`config.mk`:
```
export PLATFORM = sky130hd
export DESIGN_NAME = websocket_frame_deframer_unit
export DESIGN_NICKNAME = d
export VERILOG_FILES = /design/src/rtl/wsfd_pkg.sv /design/src/rtl/wsfd_front.sv /design/src/rtl/wsfd_cmdq.sv /design/src/rtl/wsfd_back.sv /design/src/rtl/websocket_frame_deframer_unit.sv
export SDC_FILE = /design/constraint.sdc
export NUM_CORES = 1
export LEC_CHECK = 0
export BUFFER_PORTS_ARGS = -buffer_cell sky130_fd_sc_hd__buf_2
export CAP_MARGIN = 20
export CORE_UTILIZATION = 50
export DETAILED_ROUTE_END_ITERATION = 8
export MAX_ROUTING_LAYER = met4
export PLACE_DENSITY = 0.74
export SYNTH_ARGS = -nofsm -noshare
export SYNTH_HDL_FRONTEND = slang
export SYNTH_SLANG_ARGS = --single-unit
```
`constraint.sdc`:
```
create_clock -name clk -period 6 [get_ports clk]
set_input_delay 0.3 -clock clk [delete_from_list [all_inputs] [get_ports clk]]
set_output_delay 0.3 -clock clk [all_outputs]
set_load 0.01 [all_outputs]
```
`src/rtl/wsfd_pkg.sv`:
```
// wsfd_pkg: shared types and constants of the websocket frame deframer
// holds the parser phase enum, result kind codes and the command struct
// no dependencies
`timescale 1ns / 1ps
`default_nettype none

package wsfd_pkg;

	// command queue between parser front and result back
	localparam int unsigned CQ_DEPTH = 4;
	localparam int unsigned CQ_AW    = $clog2(CQ_DEPTH);

	// header field codes
	localparam logic [3:0] OP_CLOSE   = 4'h8;
	localparam logic [3:0] OP_TEXT    = 4'h1;
	localparam logic [6:0] LEN16_CODE = 7'd126;
	localparam logic [6:0] LEN64_CODE = 7'd127;

	// header byte counts; eight bytes is held as zero, wrapping on decrement
	localparam logic [2:0] EXT16_BYTES = 3'd2;
	localparam logic [2:0] EXT64_BYTES = 3'd0;
	localparam logic [2:0] KEY_BYTES   = 3'd4;

	localparam logic [15:0] MAX_PAYLOAD_RST = 16'd4095;

	typedef enum logic [2:0] {
		PH_HDR0,
		PH_HDR1,
		PH_HDR1_CLOSE,
		PH_EXTLEN,
		PH_MASK,
		PH_PAYLOAD,
		PH_HALT
	} phase_t;

	typedef enum logic [1:0] {
		KIND_PAYLOAD  = 2'd0,
		KIND_EMPTY    = 2'd1,
		KIND_CLOSE    = 2'd2,
		KIND_OVERSIZE = 2'd3
	} kind_t;

	// one classified item from the front, still masked
	typedef struct packed {
		kind_t      kind;
		logic [7:0] data;
		logic [7:0] key;
		logic       text;
		logic       last;
	} cmd_t;

endpackage

`default_nettype wire

```
`src/rtl/wsfd_front.sv`:
```
// wsfd_front: frame header walker; classifies each received byte
// emits at most one command per accepted byte into the command queue
// depends on wsfd_pkg
`timescale 1ns / 1ps
`default_nettype none

module wsfd_front (
	input  wire logic             clk,
	input  wire logic             arst_n,
	input  wire logic             push,
	input  wire logic [7:0]       stream_byte,
	input  wire logic [15:0]      max_payload,
	input  wire logic             cmd_full,
	output logic                  cmd_push,
	output wsfd_pkg::cmd_t        cmd
);
	import wsfd_pkg::*;

	phase_t      phase_q, phase_d;
	logic        text_q;
	logic        masked_q;
	logic [15:0] len_q;
	logic        hi_q;
	logic [2:0]  cnt_q;
	logic [31:0] key_q;
	logic [1:0]  idx_q;

	logic        fire;
	logic [6:0]  len7;
	logic        len_ext;
	logic [2:0]  cnt_dec;
	logic        cnt_end;
	logic [15:0] ext_len_nxt;
	logic        ext_hi_nxt;
	logic        hdr_chk;
	logic [15:0] chk_len;
	logic        chk_hi;
	logic        oversize;
	logic        zero_len;
	phase_t      hdr_end_ph;
	logic [7:0]  key_byte;

	// byte accept and header decode helpers
	assign fire        = push && !cmd_full;
	assign len7        = stream_byte[6:0];
	assign len_ext     = (len7 == LEN16_CODE) || (len7 == LEN64_CODE);
	assign cnt_dec     = cnt_q - 3'd1;
	assign cnt_end     = (cnt_dec == 3'd0);
	assign ext_len_nxt = {len_q[7:0], stream_byte};
	assign ext_hi_nxt  = hi_q || (len_q[15:8] != 8'd0);

	// header complete on this byte: length is known and checked
	always_comb begin
		hdr_chk = 1'b0;
		chk_len = len_q;
		chk_hi  = hi_q;
		if (phase_q == PH_HDR1) begin
			hdr_chk = !len_ext && !stream_byte[7];
			chk_len = {9'd0, len7};
			chk_hi  = 1'b0;
		end else if (phase_q == PH_EXTLEN) begin
			hdr_chk = cnt_end && !masked_q;
			chk_len = ext_len_nxt;
			chk_hi  = ext_hi_nxt;
		end else if (phase_q == PH_MASK) begin
			hdr_chk = cnt_end;
		end
	end

	assign oversize = chk_hi || (chk_len > max_payload);
	assign zero_len = !chk_hi && (chk_len == 16'd0);

	always_comb begin
		if (oversize) begin
			hdr_end_ph = PH_HALT;
		end else if (zero_len) begin
			hdr_end_ph = PH_HDR0;
		end else begin
			hdr_end_ph = PH_PAYLOAD;
		end
	end

	// mask key byte for the current payload position
	always_comb begin
		case (idx_q)
			2'd0:    key_byte = key_q[31:24];
			2'd1:    key_byte = key_q[23:16];
			2'd2:    key_byte = key_q[15:8];
			default: key_byte = key_q[7:0];
		endcase
	end

	// next phase
	always_comb begin
		phase_d = phase_q;
		if (fire) begin
			unique case (phase_q)
				PH_HDR0: begin
					phase_d = (stream_byte[3:0] == OP_CLOSE) ? PH_HDR1_CLOSE : PH_HDR1;
				end
				PH_HDR1_CLOSE: begin
					phase_d = PH_HALT;
				end
				PH_HDR1: begin
					if (len_ext) begin
						phase_d = PH_EXTLEN;
					end else if (stream_byte[7]) begin
						phase_d = PH_MASK;
					end else begin
						phase_d = hdr_end_ph;
					end
				end
				PH_EXTLEN: begin
					if (cnt_end) begin
						phase_d = masked_q ? PH_MASK : hdr_end_ph;
					end
				end
				PH_MASK: begin
					if (cnt_end) begin
						phase_d = hdr_end_ph;
					end
				end
				PH_PAYLOAD: begin
					if (len_q == 16'd1) begin
						phase_d = PH_HDR0;
					end
				end
				PH_HALT: begin
					phase_d = PH_HALT;
				end
				default: begin
					phase_d = PH_HDR0;
				end
			endcase
		end
	end

	// command for the back end
	always_comb begin
		cmd_push  = 1'b0;
		cmd.kind  = KIND_PAYLOAD;
		cmd.data  = 8'd0;
		cmd.key   = 8'd0;
		cmd.text  = text_q;
		cmd.last  = 1'b0;
		if (fire) begin
			unique case (phase_q) inside
				PH_HDR1_CLOSE: begin
					cmd_push = 1'b1;
					cmd.kind = KIND_CLOSE;
					cmd.text = 1'b0;
				end
				PH_PAYLOAD: begin
					cmd_push = 1'b1;
					cmd.data = stream_byte;
					cmd.key  = masked_q ? key_byte : 8'd0;
					cmd.last = (len_q == 16'd1);
				end
				PH_HDR1, PH_EXTLEN, PH_MASK: begin
					if (hdr_chk && oversize) begin
						cmd_push = 1'b1;
						cmd.kind = KIND_OVERSIZE;
					end else if (hdr_chk && zero_len) begin
						cmd_push = 1'b1;
						cmd.kind = KIND_EMPTY;
					end
				end
				default: begin
					cmd_push = 1'b0;
				end
			endcase
		end
	end

	// phase register
	always_ff @(posedge clk or negedge arst_n) begin
		if (!arst_n) begin
			phase_q <= PH_HDR0;
		end else begin
			phase_q <= phase_d;
		end
	end

	// header fields, length counter and mask key
	always_ff @(posedge clk) begin
		if (fire) begin
			case (phase_q)
				PH_HDR0: begin
					if (stream_byte[3:0] != OP_CLOSE) begin
						text_q <= (stream_byte[3:0] == OP_TEXT);
					end
				end
				PH_HDR1: begin
					masked_q <= stream_byte[7];
					hi_q     <= 1'b0;
					if (len7 == LEN16_CODE) begin
						cnt_q <= EXT16_BYTES;
						len_q <= 16'd0;
					end else if (len7 == LEN64_CODE) begin
						cnt_q <= EXT64_BYTES;
						len_q <= 16'd0;
					end else begin
						cnt_q <= KEY_BYTES;
						len_q <= {9'd0, len7};
					end
				end
				PH_EXTLEN: begin
					len_q <= ext_len_nxt;
					hi_q  <= ext_hi_nxt;
					cnt_q <= (cnt_end && masked_q) ? KEY_BYTES : cnt_dec;
				end
				PH_MASK: begin
					key_q <= {key_q[23:0], stream_byte};
					cnt_q <= cnt_dec;
				end
				PH_PAYLOAD: begin
					idx_q <= idx_q + 2'd1;
					len_q <= len_q - 16'd1;
				end
				default: begin
					cnt_q <= cnt_q;
				end
			endcase
			if (hdr_chk) begin
				idx_q <= 2'd0;
			end
		end
	end

	// a halted parser never resumes before reset
	a_halt_sticky: assert property (@(posedge clk) disable iff (!arst_n)
		phase_q == PH_HALT |=> phase_q == PH_HALT)
		else $error("parser left halt");

	// commands only come from an accepted byte
	a_cmd_on_fire: assert property (@(posedge clk) disable iff (!arst_n)
		cmd_push |-> (push && !cmd_full))
		else $error("command without accepted byte");

	// payload phase always has a nonzero, in-range byte count
	a_payload_len: assert property (@(posedge clk) disable iff (!arst_n)
		phase_q == PH_PAYLOAD |-> (len_q != 16'd0 && !hi_q))
		else $error("payload phase with empty length");

endmodule

`default_nettype wire

```
`src/rtl/wsfd_cmdq.sv`:
```
// wsfd_cmdq: short command queue between parser front and result back
// register array with read and write pointers and a fill count
// depends on wsfd_pkg
`timescale 1ns / 1ps
`default_nettype none

module wsfd_cmdq (
	input  wire logic             clk,
	input  wire logic             arst_n,
	input  wire logic             wr,
	input  wsfd_pkg::cmd_t        wr_cmd,
	output logic                  full,
	input  wire logic             rd,
	output wsfd_pkg::cmd_t        rd_cmd,
	output logic                  empty
);
	import wsfd_pkg::*;

	cmd_t             slot_q [CQ_DEPTH];
	logic [CQ_AW-1:0] wptr_q;
	logic [CQ_AW-1:0] rptr_q;
	logic [CQ_AW:0]   count_q;

	localparam logic [CQ_AW:0] DEPTH_CNT = (CQ_AW+1)'(CQ_DEPTH);

	assign full   = (count_q == DEPTH_CNT);
	assign empty  = (count_q == '0);
	assign rd_cmd = slot_q[rptr_q];

	// slot storage
	always_ff @(posedge clk) begin
		if (wr) begin
			slot_q[wptr_q] <= wr_cmd;
		end
	end

	// pointers and fill count
	always_ff @(posedge clk or negedge arst_n) begin
		if (!arst_n) begin
			wptr_q  <= '0;
			rptr_q  <= '0;
			count_q <= '0;
		end else begin
			if (wr) begin
				wptr_q <= wptr_q + CQ_AW'(1);
			end
			if (rd) begin
				rptr_q <= rptr_q + CQ_AW'(1);
			end
			count_q <= count_q + (CQ_AW+1)'(wr) - (CQ_AW+1)'(rd);
		end
	end

	// the front must hold off while the queue is full
	a_no_overflow: assert property (@(posedge clk) disable iff (!arst_n)
		!(wr && full))
		else $error("command queue overflow");

	// the back must not take from an empty queue
	a_no_underflow: assert property (@(posedge clk) disable iff (!arst_n)
		!(rd && empty))
		else $error("command queue underflow");

endmodule

`default_nettype wire

```
`src/rtl/wsfd_back.sv`:
```
// wsfd_back: result stage; unmasks payload bytes and holds the result register
// takes commands from the queue whenever the result register frees up
// depends on wsfd_pkg
`timescale 1ns / 1ps
`default_nettype none

module wsfd_back (
	input  wire logic             clk,
	input  wire logic             arst_n,
	input  wire logic             cmd_empty,
	input  wsfd_pkg::cmd_t        cmd,
	output logic                  cmd_pop,
	input  wire logic             pop,
	output logic                  empty,
	output logic [1:0]            kind,
	output logic [7:0]            payload_byte,
	output logic                  text_frame,
	output logic                  last_byte
);
	import wsfd_pkg::*;

	logic       valid_q;
	logic [1:0] kind_q;
	logic [7:0] byte_q;
	logic       text_q;
	logic       last_q;

	// refill when the register is free or being taken
	assign cmd_pop = !cmd_empty && (!valid_q || pop);

	always_ff @(posedge clk or negedge arst_n) begin
		if (!arst_n) begin
			valid_q <= 1'b0;
		end else if (cmd_pop) begin
			valid_q <= 1'b1;
		end else if (pop) begin
			valid_q <= 1'b0;
		end
	end

	// unmask on load
	always_ff @(posedge clk) begin
		if (cmd_pop) begin
			kind_q <= cmd.kind;
			byte_q <= cmd.data ^ cmd.key;
			text_q <= cmd.text;
			last_q <= cmd.last;
		end
	end

	assign empty        = !valid_q;
	assign kind         = kind_q;
	assign payload_byte = byte_q;
	assign text_frame   = text_q;
	assign last_byte    = last_q;

endmodule

`default_nettype wire

```
`src/rtl/websocket_frame_deframer_unit.sv`:
```
// websocket_frame_deframer_unit: top level of the websocket frame deframer
// parser front, command queue and result back; max_payload register
// depends on wsfd_pkg, wsfd_front, wsfd_cmdq, wsfd_back
//
//  channel  | handshake               | payload
//  ---------+-------------------------+-----------------------------------------
//  input    | push / full             | stream_byte
//  result   | pop / empty             | kind, payload_byte, text_frame, last_byte
//  config   | cfg_valid / cfg_ready   | cfg_max_payload
//
// one byte is taken per cycle while full is low; the header walker updates its registered state on each accepted byte
// a result passes through the command queue and then the result register before it reaches the result ports
// full rises only when the four-entry command queue is full (result side stalled)
// a close frame or an oversize length halts parsing until arst_n is asserted
// cfg_ready is always high; max_payload resets to 4095
`timescale 1ns / 1ps
`default_nettype none

module websocket_frame_deframer_unit (
	input  wire logic        clk,
	input  wire logic        arst_n,
	input  wire logic        push,
	output logic             full,
	input  wire logic [7:0]  stream_byte,
	input  wire logic        pop,
	output logic             empty,
	output logic [1:0]       kind,
	output logic [7:0]       payload_byte,
	output logic             text_frame,
	output logic             last_byte,
	input  wire logic        cfg_valid,
	output logic             cfg_ready,
	input  wire logic [15:0] cfg_max_payload
);
	import wsfd_pkg::*;

	logic [15:0] max_payload_q;
	logic        cmd_push;
	cmd_t        cmd_in;
	logic        cmd_full;
	logic        cmd_pop;
	cmd_t        cmd_out;
	logic        cmd_empty;

	// size limit register
	assign cfg_ready = 1'b1;

	always_ff @(posedge clk or negedge arst_n) begin
		if (!arst_n) begin
			max_payload_q <= MAX_PAYLOAD_RST;
		end else if (cfg_valid && cfg_ready) begin
			max_payload_q <= cfg_max_payload;
		end
	end

	assign full = cmd_full;

	wsfd_front u_front (
		.clk         (clk),
		.arst_n      (arst_n),
		.push        (push),
		.stream_byte (stream_byte),
		.max_payload (max_payload_q),
		.cmd_full    (cmd_full),
		.cmd_push    (cmd_push),
		.cmd         (cmd_in)
	);

	wsfd_cmdq u_cmdq (
		.clk    (clk),
		.arst_n (arst_n),
		.wr     (cmd_push),
		.wr_cmd (cmd_in),
		.full   (cmd_full),
		.rd     (cmd_pop),
		.rd_cmd (cmd_out),
		.empty  (cmd_empty)
	);

	wsfd_back u_back (
		.clk          (clk),
		.arst_n       (arst_n),
		.cmd_empty    (cmd_empty),
		.cmd          (cmd_out),
		.cmd_pop      (cmd_pop),
		.pop          (pop),
		.empty        (empty),
		.kind         (kind),
		.payload_byte (payload_byte),
		.text_frame   (text_frame),
		.last_byte    (last_byte)
	);

endmodule

`default_nettype wire

```
; Word level (Yosys, flattened, before mapping)
; Memory sizes are Yosys's and may differ from the RTL's.
; Cells that the tools add are included.
[op_classes]
add_sub_neg = 7
magnitude_cmp = 1
eq_ne = 18
muxes = 43
n_bitwise = 1
n_reduce_logical = 41
[ops]
columns = cell, count
row1 = 2-to-1 mux 16 bit, 4
row2 = case mux 16 bit (3 select lines), 1
row3 = 2-to-1 mux 3 bit, 11
row4 = case mux 8 bit (3 select lines), 1
row5 = 2-to-1 mux 20 bit, 1
row6 = case mux 3 bit (6 select lines), 1
row7 = "equality test 16 x 1 -> 1 bit, second input constant", 1
row8 = greater-than comparator 16 bit, 1
row9 = zero test 16 bit, 1
row10 = "subtractor 16 x 1 -> 16 bit, second input constant", 1
row11 = 2-to-1 mux 1 bit, 15
row12 = "equality test 7 bit, second input constant", 2
row13 = "equality test 3 bit, second input constant", 4
row14 = AND reduction 2 bit, 6
row15 = zero test 3 bit, 3
row16 = case mux 3 bit (3 select lines), 1
row17 = logical AND 1 bit, 8
row18 = 2-to-1 mux 8 bit, 1
row19 = nonzero test 8 bit, 1
row20 = XOR 8 bit, 1
row21 = zero test 1 bit, 7
row22 = 2-to-1 mux 7 bit, 1
row23 = "adder 2 x 1 -> 2 bit, second input constant", 3
row24 = "equality test 3 x 2 -> 1 bit, second input constant", 2
row25 = 21 further kinds, 33
[totals]
ff_bits = 95
ramBits = 80
output_inout_bits = 15
memories = 1
[memory_table]
columns = memory, depth, width, read_ports, rd_ports_with_merged_regs, write_ports, line_no
row1 = u_cmdq.slot_q, 4, 20, 1, 0, 1, wsfd_cmdq.sv:19  ; cmd_t slot_q [CQ_DEPTH];

; Depth between registers and ports, before layout
; Gate-level depths: netlist of run 1.
[logic_depth]
depth_word = 13
mapped_depth = 21

; Cells and area by module
; From an unflattened synthesis of run 1, not the netlist that was laid out.
[hier_totals]
cells_unflattened = 579
hier_area_um2 = 8180.3
[by_module_without_submodules]
columns = module, n_inst, cells_each, area_per_inst_um2, seq_area_each_um2
row1 = wsfd_front, 1, 380, 3753.6, 1756.7
row2 = wsfd_cmdq, 1, 138, 3278.1, 2577.5
row3 = websocket_frame_deframer_unit, 1, 36, 675.6, 415.4
row4 = wsfd_back, 1, 25, 473.0, 385.4

; Worst setup path before layout of run 1
; Ideal clock, no wire load.
[synth_path]
kind = reg2reg
start = reg u_front.phase_q[0]
end = reg u_cmdq.count_q[2]
t_arrival_ns = 4.140
t_required_ns = 5.877
slack_ns = 1.737
stages_incl_launch_ff = 21
synth_period_minus_slack_ns = 4.263
cell_sequence = dfrtp_1 clkbuf_1 nor2b_1 clkbuf_1 and2_1 clkbuf_1 clkbuf_1 nand2_1 nand2_1 ha_1 nand4_1 or4_1 nand4_1 a222oi_1 a31oi_2 inv_1 ha_1 inv_1 ha_1 fa_1 xnor2_1
[synth_via]
elab_chain_cells = 12
elab_cells_between_ends = 27
[synth_lines]
columns = item, line_no
row1 = from (decl), wsfd_front.sv:19  ; phase_t phase_q, phase_d;
row2 = from (signal assigned), wsfd_front.sv:180  ; phase_q <= phase_d;
row3 = "parallel branches: the longest is 8 deep, another holds greater-than comparator 16 bit", n/a
row4 = case mux 1 bit (2 select lines) (*), wsfd_front.sv:147  ; unique case (phase_q) inside
row5 = 2-to-1 mux 1 bit (*), wsfd_front.sv:146  ; if (fire) begin
row6 = adder 3 x 1 -> 3 bit (*), wsfd_cmdq.sv:50  ; count_q <= count_q + (CQ_AW+1)'(wr) - (CQ_AW+1)'(rd);
row7 = subtractor 3 x 1 -> 3 bit (*), wsfd_cmdq.sv:50
row8 = to (signal assigned), wsfd_cmdq.sv:50
row9 = to (decl), wsfd_cmdq.sv:22  ; logic [CQ_AW:0] count_q;
; Mark *: on every way between the ends.
; A chain may end at the register's enable or synchronous reset.

; Final worst setup path of run 1
[layout_path]
start = reg u_front.phase_q[2]
end = reg u_cmdq.count_q[1]
; The elaborated chain is that of the path after synthesis.

==> results of run 1 <==
through the flow:
stage,hold WS [ns],instances,area (sq um)
after CTS,0.0578,884,9030
final,0.0626,884,9030
after global placement,0.324,851,8440
after floorplan,0.00441,620,8030
after global routing,0.0767,884,9030
after detailed placement,0.339,851,8440
power by group through the flow:
stage	logic, mW	registers [mW]	clock network (mW)
finish	0.406	1.54	1.08
global route	0.454	1.56	1.14
CTS	0.412	1.55	1.09
detailed placement	0.411	1.57	0
global placement	0.394	1.57	0
floorplan	0.305	1.53	0
worst max-delay path: cells and delay by family, from the launching register on:
kind,cells,cell delay [ns]
compound gates,5,1.59
fa+ha+maj,4,1.05
buf+inv,2,0.17
flops,1,0.52
simple gates,4,1.66
timing repair:
item / 4_1_cts / 5_1_grt
resized for setup: 0 / 0
hold buffers: 1 / 0
hold endpoints to repair: 15 / 0
cells in the mapped netlist (all sizes together), types with 4 or more instances:
library cell	n	area, sq um
ha	30	375
nor3	11	55.1
o21ai	43	215
clkbuf	22	82.6
buf	5	22.5
nor3b	7	52.6
dfstp	12	315
a31oi	4	31.3
a21oi	27	135
nand4	4	25.0
xor2	37	324
nor2	44	165
inv	31	116
mux4	12	270
edfxtp	148	4440
nand2b	8	50.1
or3	4	35.0
and3	9	56.3
nand2	69	259
xnor2	14	123
nand3	4	20.0
dfrtp	15	375
a222oi	9	90.1
a22o	5	43.8
and2	9	56.3
nor4	8	50.1
state kept, by name, indices dropped and copies added (netlist names):
| name | flops |
|---|---|
| max_payload_q | 16 |
| u_back.last_byte | 1 |
| u_back.payload_byte | 8 |
| u_front.masked_q | 1 |
| u_front.key_q | 32 |
| u_cmdq.count_q | 3 |
| u_back.valid_q | 1 |
| u_front.cnt_q | 3 |
| u_cmdq.rptr_q | 2 |
| u_cmdq.wptr_q | 2 |
| u_front.idx_q | 2 |
| u_front.len_q | 16 |
| u_front.phase_q | 3 |
| u_front.text_q | 1 |
| u_back.text_frame | 1 |
| u_cmdq.slot_q | 80 |
| u_back.kind | 2 |
| u_front.hi_q | 1 |
cells by family (layout without fill, tap and decap cells):
logic type	count (synthesis)	after routing
AO/OA/AOI/OAI	102	102
XOR/XNOR	51	51
adder cells (fa/ha/maj)	31	31
buffers and inverters	58	111
flip-flops	175	175
multiplexers	14	14
other	1	1
AND/OR/NAND/NOR	188	188
area by class of cell:
| type | instances | area, sq um | share of cell area [%] |
|---|---|---|---|
| Inverter | 31 | 116 | 1.29 |
| Multi-Input combinational cell | 387 | 2680 | 29.7 |
| Clock inverter | 14 | 149 | 1.65 |
| Sequential cell | 175 | 5130 | 56.9 |
| Timing Repair Buffer | 48 | 258 | 2.85 |
| Tap cell | 211 | 264 | 2.92 |
| Clock buffer | 18 | 429 | 4.75 |
path summary, 6_finish.rpt:
path	startpoint	cells past startpoint	slack, ns	end
max	u_front.phase_q[2]$_DFFE_PN0P_	15	0.86	u_cmdq.count_q[1]$_DFF_PN0_
min	pop	2	0.06	u_back.valid_q$_DFFE_PN0P_
max reg2reg	u_front.phase_q[2]$_DFFE_PN0P_	15	0.86	u_cmdq.count_q[1]$_DFF_PN0_
min reg2reg	u_front.key_q[11]$_DFFE_PP_	0	0.45	u_front.key_q[19]$_DFFE_PP_
max in group asynchronous	arst_n	2	5.20	max_payload_q[14]$_DFFE_PN0P_
min in group asynchronous	arst_n	2	0.40	u_back.valid_q$_DFFE_PN0P_
routing by layer:
metal	vias up	track usage [%]
li1	2338	-
met5	-	-
met2	158	35.1
met4	0	7.75
met1	2408	25.5
met3	22	4.49
==> results.toml, run 1 <==
[sta]
finClkSkew_ns = 0.00762
fin_crit_ns = 5.14
worstMarginPinSlew_ns = 1.01
slew_headroom_pct = 32.7
fmax_mhz = 195
period_share_pct = 85.6
finalWorstSetupSlack_ns = 0.864
rsz0062_at_grt = "false"
slew_violations = 0
fin_tns_setup_ns = 0
final_hold_viol_count = 0
setup_viol = 0

[cells_and_area]
syn2layout_area_growth_pct = 12.4
final_cell_mix = "edfxtp_1 (148), nand2_1 (69), nor2_1 (43)"
fillCellCount = 1250
nNetsFinal = 720
n_antenna_cell = 0
postLayoutCoreUtil_pct = 58.5
drive_gt1_share_pct = 16.5
mostFrequentLayoutCell = "edfxtp_1"

[pwr]
switching_power_uw = 798
power_density_mw_per_mm2 = 335
p_int_mw = 2.23
finalPower_mw = 3.03
p_clk_share_pct = 35.6
power_leakage_nw = 3.33
p_sw_share_pct = 26.4
pwr-share-seq_pct = 51.0
p_comb_share_pct = 13.4
irDropWorstVdd_mv = 0.216

[global_routing]
grt_pass1_vias = 5019
grt_pass1_wl_microns = 25300
grt_max_degree = 33
grt_usage_pct = 21.2
antenna_found_initial = 0
grt-ovfl-total = 0

[placed_design]
dp_worst_setup_slack_ns = 0.997
numPortBuffers = 42
globalplace.congestion = 0.897
dp_hpwl_microns = 10600

[drt]
wl_per_cell_microns = 17.6
drt_first_pass_iters = 6
wl_met2_microns = 7950
top_layer_used = "met4"
wl_met1_microns = 6500
dr_wl_met3_microns = 879
totalWireLength_microns = 15600
viasPerCell = 5.57
via_count = 4926
drtIter0Drc = 430
drc = 0
final_antenna_net_count = 0

[floorplan]
num_rows = 45
initial_core_util_pct = 52.1
core_area_sq_mm = 0.0154
die_w_microns = 129
floorplan.die_area_sq_mm = 0.0166
io-pin-count = 44
die_h_microns = 129

[worst_setup_path]
critPathSlowestCell = "nor2b_1"
end_kind = "flop"
path_common_cell = "ha_1"
path_max_fanout = 18
path_cells = "nor2b_1, and2_1, a22o_1, ha_1, a21oi_1, nor2b_1, o21ai_0, nand4_1, a222oi_1, a31oi_2, inv_1, ha_1, inv_1, ha_1, fa_1"
cp_data_arrival_time_ns = 5.44
required_ns = 6.31
cpPeakStageDelay_ns = 0.84
start_kind = "flop"
path_class = "reg -> reg"

[clock_tree]
clock_latency_ns = 0.44
htreeDepth = 4
cts_tree = "done"
clk_pin_slew_worst_paths_ns = 0.07
clkSinkCount = 175
clockRootBuffer = "clkbuf_16"
cts_buffers = 17
clockBufferDepth = 2
postCtsSetupBuffers = 0

[job]
drv_cap = 0

[yosys]
yosys.area_share.simple_pct = 11.3
synthMuxAreaShare_pct = 3.69
synth_compound_area_share_pct = 7.79
synth_xor_area_share_pct = 5.56
avgSynthCellArea_sq_um = 13.0
yosysSeqAreaShare_pct = 63.9
synth-edff-count = 148
synth_top_family_by_area = "simple AND/OR/NAND/NOR gates"
async_flop_share_pct = 15.4
synthAdderAreaFrac_pct = 4.92
synthDistinctLibCells = 51
synth_flop_cell = "edfxtp_1"
ys_warn_count = 0
ys_ff_latch = 175
syn_area_sq_mm = 0.00803
synth_nets = 680
syn_inst = 620

[status]
status = "completed"

[hold_path]
min_path_type = "in -> reg"
Note: power is estimated with default switching activity, not from simulation.
==> inputs of run 2 (changes only) <==
- HOLD_SLACK_MARGIN: not set -> 0.02
- PLACE_DENSITY: 0.74 -> 0.79
- clock period: 6 -> 4.4 ns (I/O delays scaled with it)
==> run 2 against run 1 <==
Effect of this change: maximum frequency grew 27%; clock skew barely moved; critical endpoint is now u_cmdq.count_q[2]$_DFF_PN0_; first-iteration DRC count up 4.4%.
==> results.toml, run 2 (same netlist as run 1, synthesis figures left out) <==
[global_routing]
grt_pass1_vias = 5066
antenna_found_initial = 0
grt_usage_pct = 21.7
grt_pass1_wl_microns = 25900
grt_max_degree = 33
grt-ovfl-total = 0

[floorplan]
die_h_microns = 129
core_area_sq_mm = 0.0154
die_w_microns = 129
floorplan.die_area_sq_mm = 0.0166
io-pin-count = 44
num_rows = 45
initial_core_util_pct = 52.1

[cells_and_area]
top_register = "u_cmdq.slot_q"
final_cell_mix = "edfxtp_1 (148), nand2_1 (69), nor2_1 (43)"
largest_reg_flops = 80
mostFrequentLayoutCell = "edfxtp_1"
n_antenna_cell = 0
syn2layout_area_growth_pct = 14.7
nNetsFinal = 740
seq_area_sq_mm = 0.00514
drive_gt1_share_pct = 17.2
multi_input_area_sq_mm = 0.00270
reg_top3 = "u_cmdq.slot_q: 80 flops, u_front.key_q: 32 flops"
final_cell_count_no_fill = 902
fillCellCount = 1228

[clock_tree]
clockRootBuffer = "clkbuf_16"
clock_latency_ns = 0.42
clockBufferDepth = 2
cts_buffers = 17
clkSinkCount = 175
clk_pin_slew_worst_paths_ns = 0.07
htreeDepth = 4
cts_tree = "done"

[placed_design]
dp_hpwl_microns = 10800
dp.cells = 856
globalplace.congestion = 0.869
numPortBuffers = 42

[hold_path]
min_path_type = "in -> reg"

[sta]
setup_viol = 0
rsz0062_at_grt = "false"
slew_violations = 0
final_hold_viol_count = 0
worstMarginPinSlew_ns = 0.954
slew_headroom_pct = 36.4
finClkSkew_ns = 0.00776
fin_tns_setup_ns = 0
fmax_mhz = 246
period_share_pct = 92.3
fin_crit_ns = 4.06

[drt]
viasPerCell = 5.59
totalWireLength_microns = 15900
final_antenna_net_count = 0
wl_per_cell_microns = 17.6
drtIter0Drc = 449
drt_first_pass_iters = 5
via_count = 5038
drc = 0

[job]
drv_cap = 0

[status]
status = "completed"

[worst_setup_path]
r2r_end = "u_cmdq.count_q[2]$_DFF_PN0_"
ff2ff_path_depth = 16
end_kind = "flop"
cp.depth = 16
cp-endpoint = "u_cmdq.count_q[2]$_DFF_PN0_"
r2r_setup_slack_ns = 0.34
crit_start = "u_front.phase_q[0]$_DFFE_PN0P_"
path_common_cell = "ha_1"
cp_data_arrival_time_ns = 4.37
required_ns = 4.71
critPathSlowestCell = "or4_1"
path_class = "reg -> reg"
start_kind = "flop"
crit_family = "simple AND/OR/NAND/NOR gates"
path_cells = "nor2b_1, and2_2, a22o_1, ha_1, nand4_1, or4_1, nand4_1, a222oi_1, buf_4, a31oi_4, inv_1, ha_1, inv_1, ha_1, fa_1, xnor2_1"
r2r-start = "u_front.phase_q[0]$_DFFE_PN0P_"
cp_num_buf_inv = 3
path_max_fanout = 12
cpPeakStageDelay_ns = 0.55

[pwr]
switching_power_mw = 1.06
pwr-share-seq_pct = 51.0
p_int_mw = 3.04
p_sw_share_pct = 25.8
p_comb_share_pct = 14.2
p_clk_share_pct = 34.8
power_leakage_nw = 3.40
power_density_mw_per_mm2 = 445
irDropWorstVdd_mv = 0.285
==> run 2: cell count changes in the layout (fill, tap and decap cells not counted), moves of 2 or more <==
cell	change
dlygate4sd3_1	+14
buf_4	+6
and2_1	-2
and2_2	+2
clkinv_2	-2
clkinv_4	+2
inv_8	-2
==> run 2: routing by layer <==
metal  track usage (%)  up-vias  wire length [microns]
li1                  -     2377                      -
met1              25.8     2423                   6480
met2              35.8      202                   8140
met3              4.53       36                    921
met4              9.69        0                    381
met5                 -        -                      0
==> run 2: how the worst min path moves through the flow <==
stage	start	end	slack (ns)	cells past startpoint
finish	cfg_max_payload[2]	max_payload_q[2]$_DFFE_PN1P_	0.03	3
global route	cfg_max_payload[0]	max_payload_q[0]$_DFFE_PN1P_	0.03	2
CTS	cfg_max_payload[8]	max_payload_q[8]$_DFFE_PN1P_	0.02	3
detailed placement	arst_n	u_cmdq.rptr_q[1]$_DFFE_PN0P_	0.27	1
global placement	arst_n	u_cmdq.rptr_q[0]$_DFFE_PN0P_	0.25	1
floorplan	arst_n	max_payload_q[12]$_DFFE_PN0P_	-0.08	0
==> run 2: metrics by stage <==
stage | utilization [%] | setup WS, ns | area, sq um | total power, mW | hold slack, ns
global route | 59.7 | 0.0479 | 9220 | 4.27 | 0.0345
detailed placement | 55.0 | 0.255 | 8480 | 2.70 | 0.268
global placement | 55.0 | 0.370 | 8480 | 2.67 | 0.245
floorplan | - | 0.137 | 8030 | 2.50 | -0.0756
finish | 59.7 | 0.341 | 9220 | 4.10 | 0.0272
CTS | 59.6 | 0.222 | 9200 | 4.13 | 0.0206
==> run 2: area by class of cell <==
type / instances / area share, %
clock buffer: 18 / 4.66
timing repair buffer: 68 / 4.81
inverter: 31 / 1.26
multi-input combinational: 387 / 29.2
sequential: 175 / 55.7
tap: 211 / 2.86
clock inverter: 12 / 1.44
==> run 2: repair_timing <==
| item | in CTS | in global routing |
|---|---|---|
| hold buffers | 15 | 0 |
| setup buffers | 0 | 1 |
| endpoints found under the hold margin | 29 | 0 |
| setup endpoints to repair | 0 | 82 |
| gates resized for setup | 0 | 4 |
==> run 2: worst reg2reg max path, stage by stage (launching register included) <==
cell,delay (ns)
dfrtp_1,0.48
nor2b_1,0.19
and2_2,0.28
a22o_1,0.23
ha_1,0.30
nand4_1,0.18
or4_1,0.56
nand4_1,0.14
a222oi_1,0.10
buf_4,0.16
a31oi_4,0.24
inv_1,0.08
ha_1,0.28
inv_1,0.04
ha_1,0.18
fa_1,0.38
xnor2_1,0.13
==> run 2: power by group through the flow <==
stage / Clock, mW / Combinational [mW] / Sequential [mW]
after floorplan: 0 / 0.416 / 2.08
after global placement: 0 / 0.549 / 2.13
after detailed placement: 0 / 0.572 / 2.13
after CTS: 1.44 / 0.585 / 2.10
after global routing: 1.51 / 0.648 / 2.12
final: 1.43 / 0.581 / 2.09
==> inputs of run 3 (changes only) <==
- SYNTH_HIERARCHICAL: not set -> 1
==> run 3 against run 2 <==
Effect of this change: critical endpoint is now u_cmdq/count_q[2]$_DFF_PN0_; via count shrank 1.8%; largest power group unchanged; largest cell class unchanged; sequential share of layout area is 0.50 points lower; worst hold slack gained 0.0092 ns.
==> results.toml, run 3 <==
[status]
status = "completed"

[placed_design]
dp_hpwl_microns = 11400
globalplace.congestion = 0.930
dp.cells = 819
postPlaceCellArea_sq_mm = 0.00860
numPortBuffers = 42
dp_worst_setup_slack_ns = 0.0498

[drt]
wl_per_cell_microns = 19.9
drtIter0Drc = 467
via_count = 4948
final_antenna_net_count = 0
totalWireLength_microns = 17200
drc = 0
drt_first_pass_iters = 6
viasPerCell = 5.73

[clock_tree]
htreeDepth = 4
clockRootBuffer = "clkbuf_16"
clockBufferDepth = 2
cts_buffers = 17
clkSinkCount = 175
postCtsSetupBuffers = 0
cts_tree = "done"
clock_latency_ns = 0.43
clk_pin_slew_worst_paths_ns = 0.07

[yosys]
synth-edff-count = 148
synth_flop_cell = "edfxtp_1"
yosysSeqAreaShare_pct = 62.8
synth.most_common_cell = "edfxtp_1"
synth_common_cells = "edfxtp_1 (148), nand2_1 (53), nor2_1 (37), inv_1 (33), ha_1 (30)"
synthDistinctLibCells = 63
synth_nets = 639
synthTopCellsByArea = "edfxtp_1 (54%), mux4_2 (5.0%), dfrtp_1 (4.6%)"
avgSynthCellArea_sq_um = 14.1
ys_ff_latch = 175
synth_top_area_share_pct = 54.3
syn_inst = 579
async_flop_share_pct = 15.4
ys_warn_count = 6
syn_area_sq_mm = 0.00818
synth.largest_area_cell = "edfxtp_1"

[sta]
finalWorstSetupSlack_ns = 0.337
slew_violations = 0
fin_tns_setup_ns = 0
fmax_mhz = 246
slew_headroom_pct = 35.4
fin_crit_ns = 4.06
finClkSkew_ns = 0.0122
rsz0062_at_grt = "false"
final_hold_viol_count = 0
setup_viol = 0
period_share_pct = 92.4
worstMarginPinSlew_ns = 0.969

[worst_setup_path]
path_cells = "nand2b_1, buf_12, a22o_1, ha_1, a21o_1, a21o_1, a2111oi_2, o211ai_1, a21oi_2, o22ai_1, ha_1, fa_1, xnor2_1, xnor2_1"
required_ns = 4.75
critPathSlowestCell = "dfrtp_1"
cp_num_buf_inv = 1
path_class = "reg -> reg"
cp_data_arrival_time_ns = 4.41
crit_family = "compound AO/OA/AOI/OAI gates"
cpPeakStageDelay_ns = 0.51
path_max_fanout = 24
end_kind = "flop"
start_kind = "flop"

[floorplan]
num_rows = 46
floorplan.die_area_sq_mm = 0.0169
io-pin-count = 44
die_h_microns = 130
die_w_microns = 130
core_area_sq_mm = 0.0159
initial_core_util_pct = 51.3

[global_routing]
grt_pass1_wl_microns = 27300
gr-usage-met2_pct = 39.5
grt_usage_pct = 22.9
antenna_found_initial = 0
met3_usage_pct = 4.59
grt_max_degree = 34
grt_pass1_vias = 5094
gr-max-usage-layer = "met2"
met1_usage_pct = 26.2
grt-ovfl-total = 0

[pwr]
power_leakage_nw = 3.61
irDropWorstVdd_mv = 0.331
power_density_mw_per_mm2 = 550

[cells_and_area]
fillCellCount = 1212
n_antenna_cell = 0
nNetsFinal = 694
fin_area_sq_mm = 0.00930
reg_top3 = "u_cmdq/slot_q: 80 flops, u_front/key_q: 32 flops"
mostFrequentLayoutCell = "edfxtp_1"
drive_gt1_share_pct = 23.8
syn2layout_area_growth_pct = 13.7
final_cell_mix = "edfxtp_1 (148), nand2_1 (53), buf_2 (42)"
postLayoutCoreUtil_pct = 58.3
final_cell_count_no_fill = 863
top_register = "u_cmdq/slot_q"
largest_reg_flops = 80

[job]
drv_cap = 0

[hold_path]
min_path_type = "in -> reg"
## run 3: cell count changes after synthesis, moves of 7 or more
cell      before  now
clkbuf_1      22   12
mux2_2         1   12
mux2_4         1   10
nand2_1       69   53
nor2_1        44   37
nor4_1         8    0
o21ai_0       42   20
xor2_1        37   18
## run 3: repair_timing
action | 4_1_cts | 5_1_grt
endpoints found under the hold margin | 26 | 0
setup endpoints to repair | 0 | 81
hold buffers | 12 | 0
gates resized for setup | 0 | 7
## run 3: layout make-up
| type | instances | area (sq um) | area share [%] |
|---|---|---|---|
| clock inverter | 14 | 131 | 1.41 |
| multi-input combinational | 345 | 2780 | 29.9 |
| inverter | 33 | 124 | 1.33 |
| timing repair buffer | 62 | 423 | 4.55 |
| clock buffer | 18 | 439 | 4.72 |
| sequential | 175 | 5140 | 55.2 |
| tap | 216 | 270 | 2.91 |
## run 3: kinds of logic after synthesis
kind of cell,Yosys count,share of synthesized area [%]
compound gates,86,7.11
xor+xnor,28,3.00
fa+ha+maj,31,4.83
buf+inv,59,3.41
flops,175,62.8
mux,45,9.45
other cells,1,0.0458
simple gates,154,9.38
## run 3: worst register-to-register path: stages (launching register included)
cell and delay (ns):
dfrtp_1 0.51, nand2b_1 0.25, buf_12 0.19, a22o_1 0.26, ha_1 0.30, a21o_1 0.20
a21o_1 0.19, a2111oi_2 0.37, o211ai_1 0.27, a21oi_2 0.23, o22ai_1 0.22, ha_1 0.30
fa_1 0.38, xnor2_1 0.18, xnor2_1 0.13
## run 3: path summary, 6_finish.rpt
| check | start | end | slack, ns | depth (start not counted) |
|---|---|---|---|---|
| min in group asynchronous | arst_n | max_payload_q[15]$_DFFE_PN0P_ | 0.35 | 2 |
| max in group asynchronous | arst_n | u_front/phase_q[0]$_DFFE_PN0P_ | 3.62 | 2 |
| worst min register to register | u_front/key_q[7]$_DFFE_PP_ | u_front/key_q[15]$_DFFE_PP_ | 0.45 | 0 |
| worst max register to register | u_front/phase_q[2]$_DFFE_PN0P_ | u_cmdq/count_q[2]$_DFF_PN0_ | 0.34 | 14 |
| worst min-delay path | cfg_max_payload[7] | max_payload_q[7]$_DFFE_PN1P_ | 0.04 | 2 |
| worst max-delay path | u_front/phase_q[2]$_DFFE_PN0P_ | u_cmdq/count_q[2]$_DFF_PN0_ | 0.34 | 14 |
## run 3: through the flow
step                      hold WS, ns  total power [mW]
after detailed placement        0.271              3.68
final                          0.0364              5.12
after global routing           0.0245              5.38
after CTS                      0.0204              5.14
after global placement          0.240              3.58
after floorplan               -0.0756              3.28
## run 3: routing by layer
layer / wire [microns] / share of wire [%] / vias to the layer above
met3: 741 / 4.3 / 48
met4: 503 / 2.9 / 0
met2: 8950 / 52 / 189
met5: 0 / 0 / -
met1: 7010 / 41 / 2439
li1: - / - / 2272
## run 3: power breakdown
group	total [mW]	switching (mW)	leakage, nW	internal [mW]
Clock	1.44	0.641	0.281	0.804
Combinational	1.31	0.712	1.57	0.596
Sequential	2.37	0.222	1.76	2.14
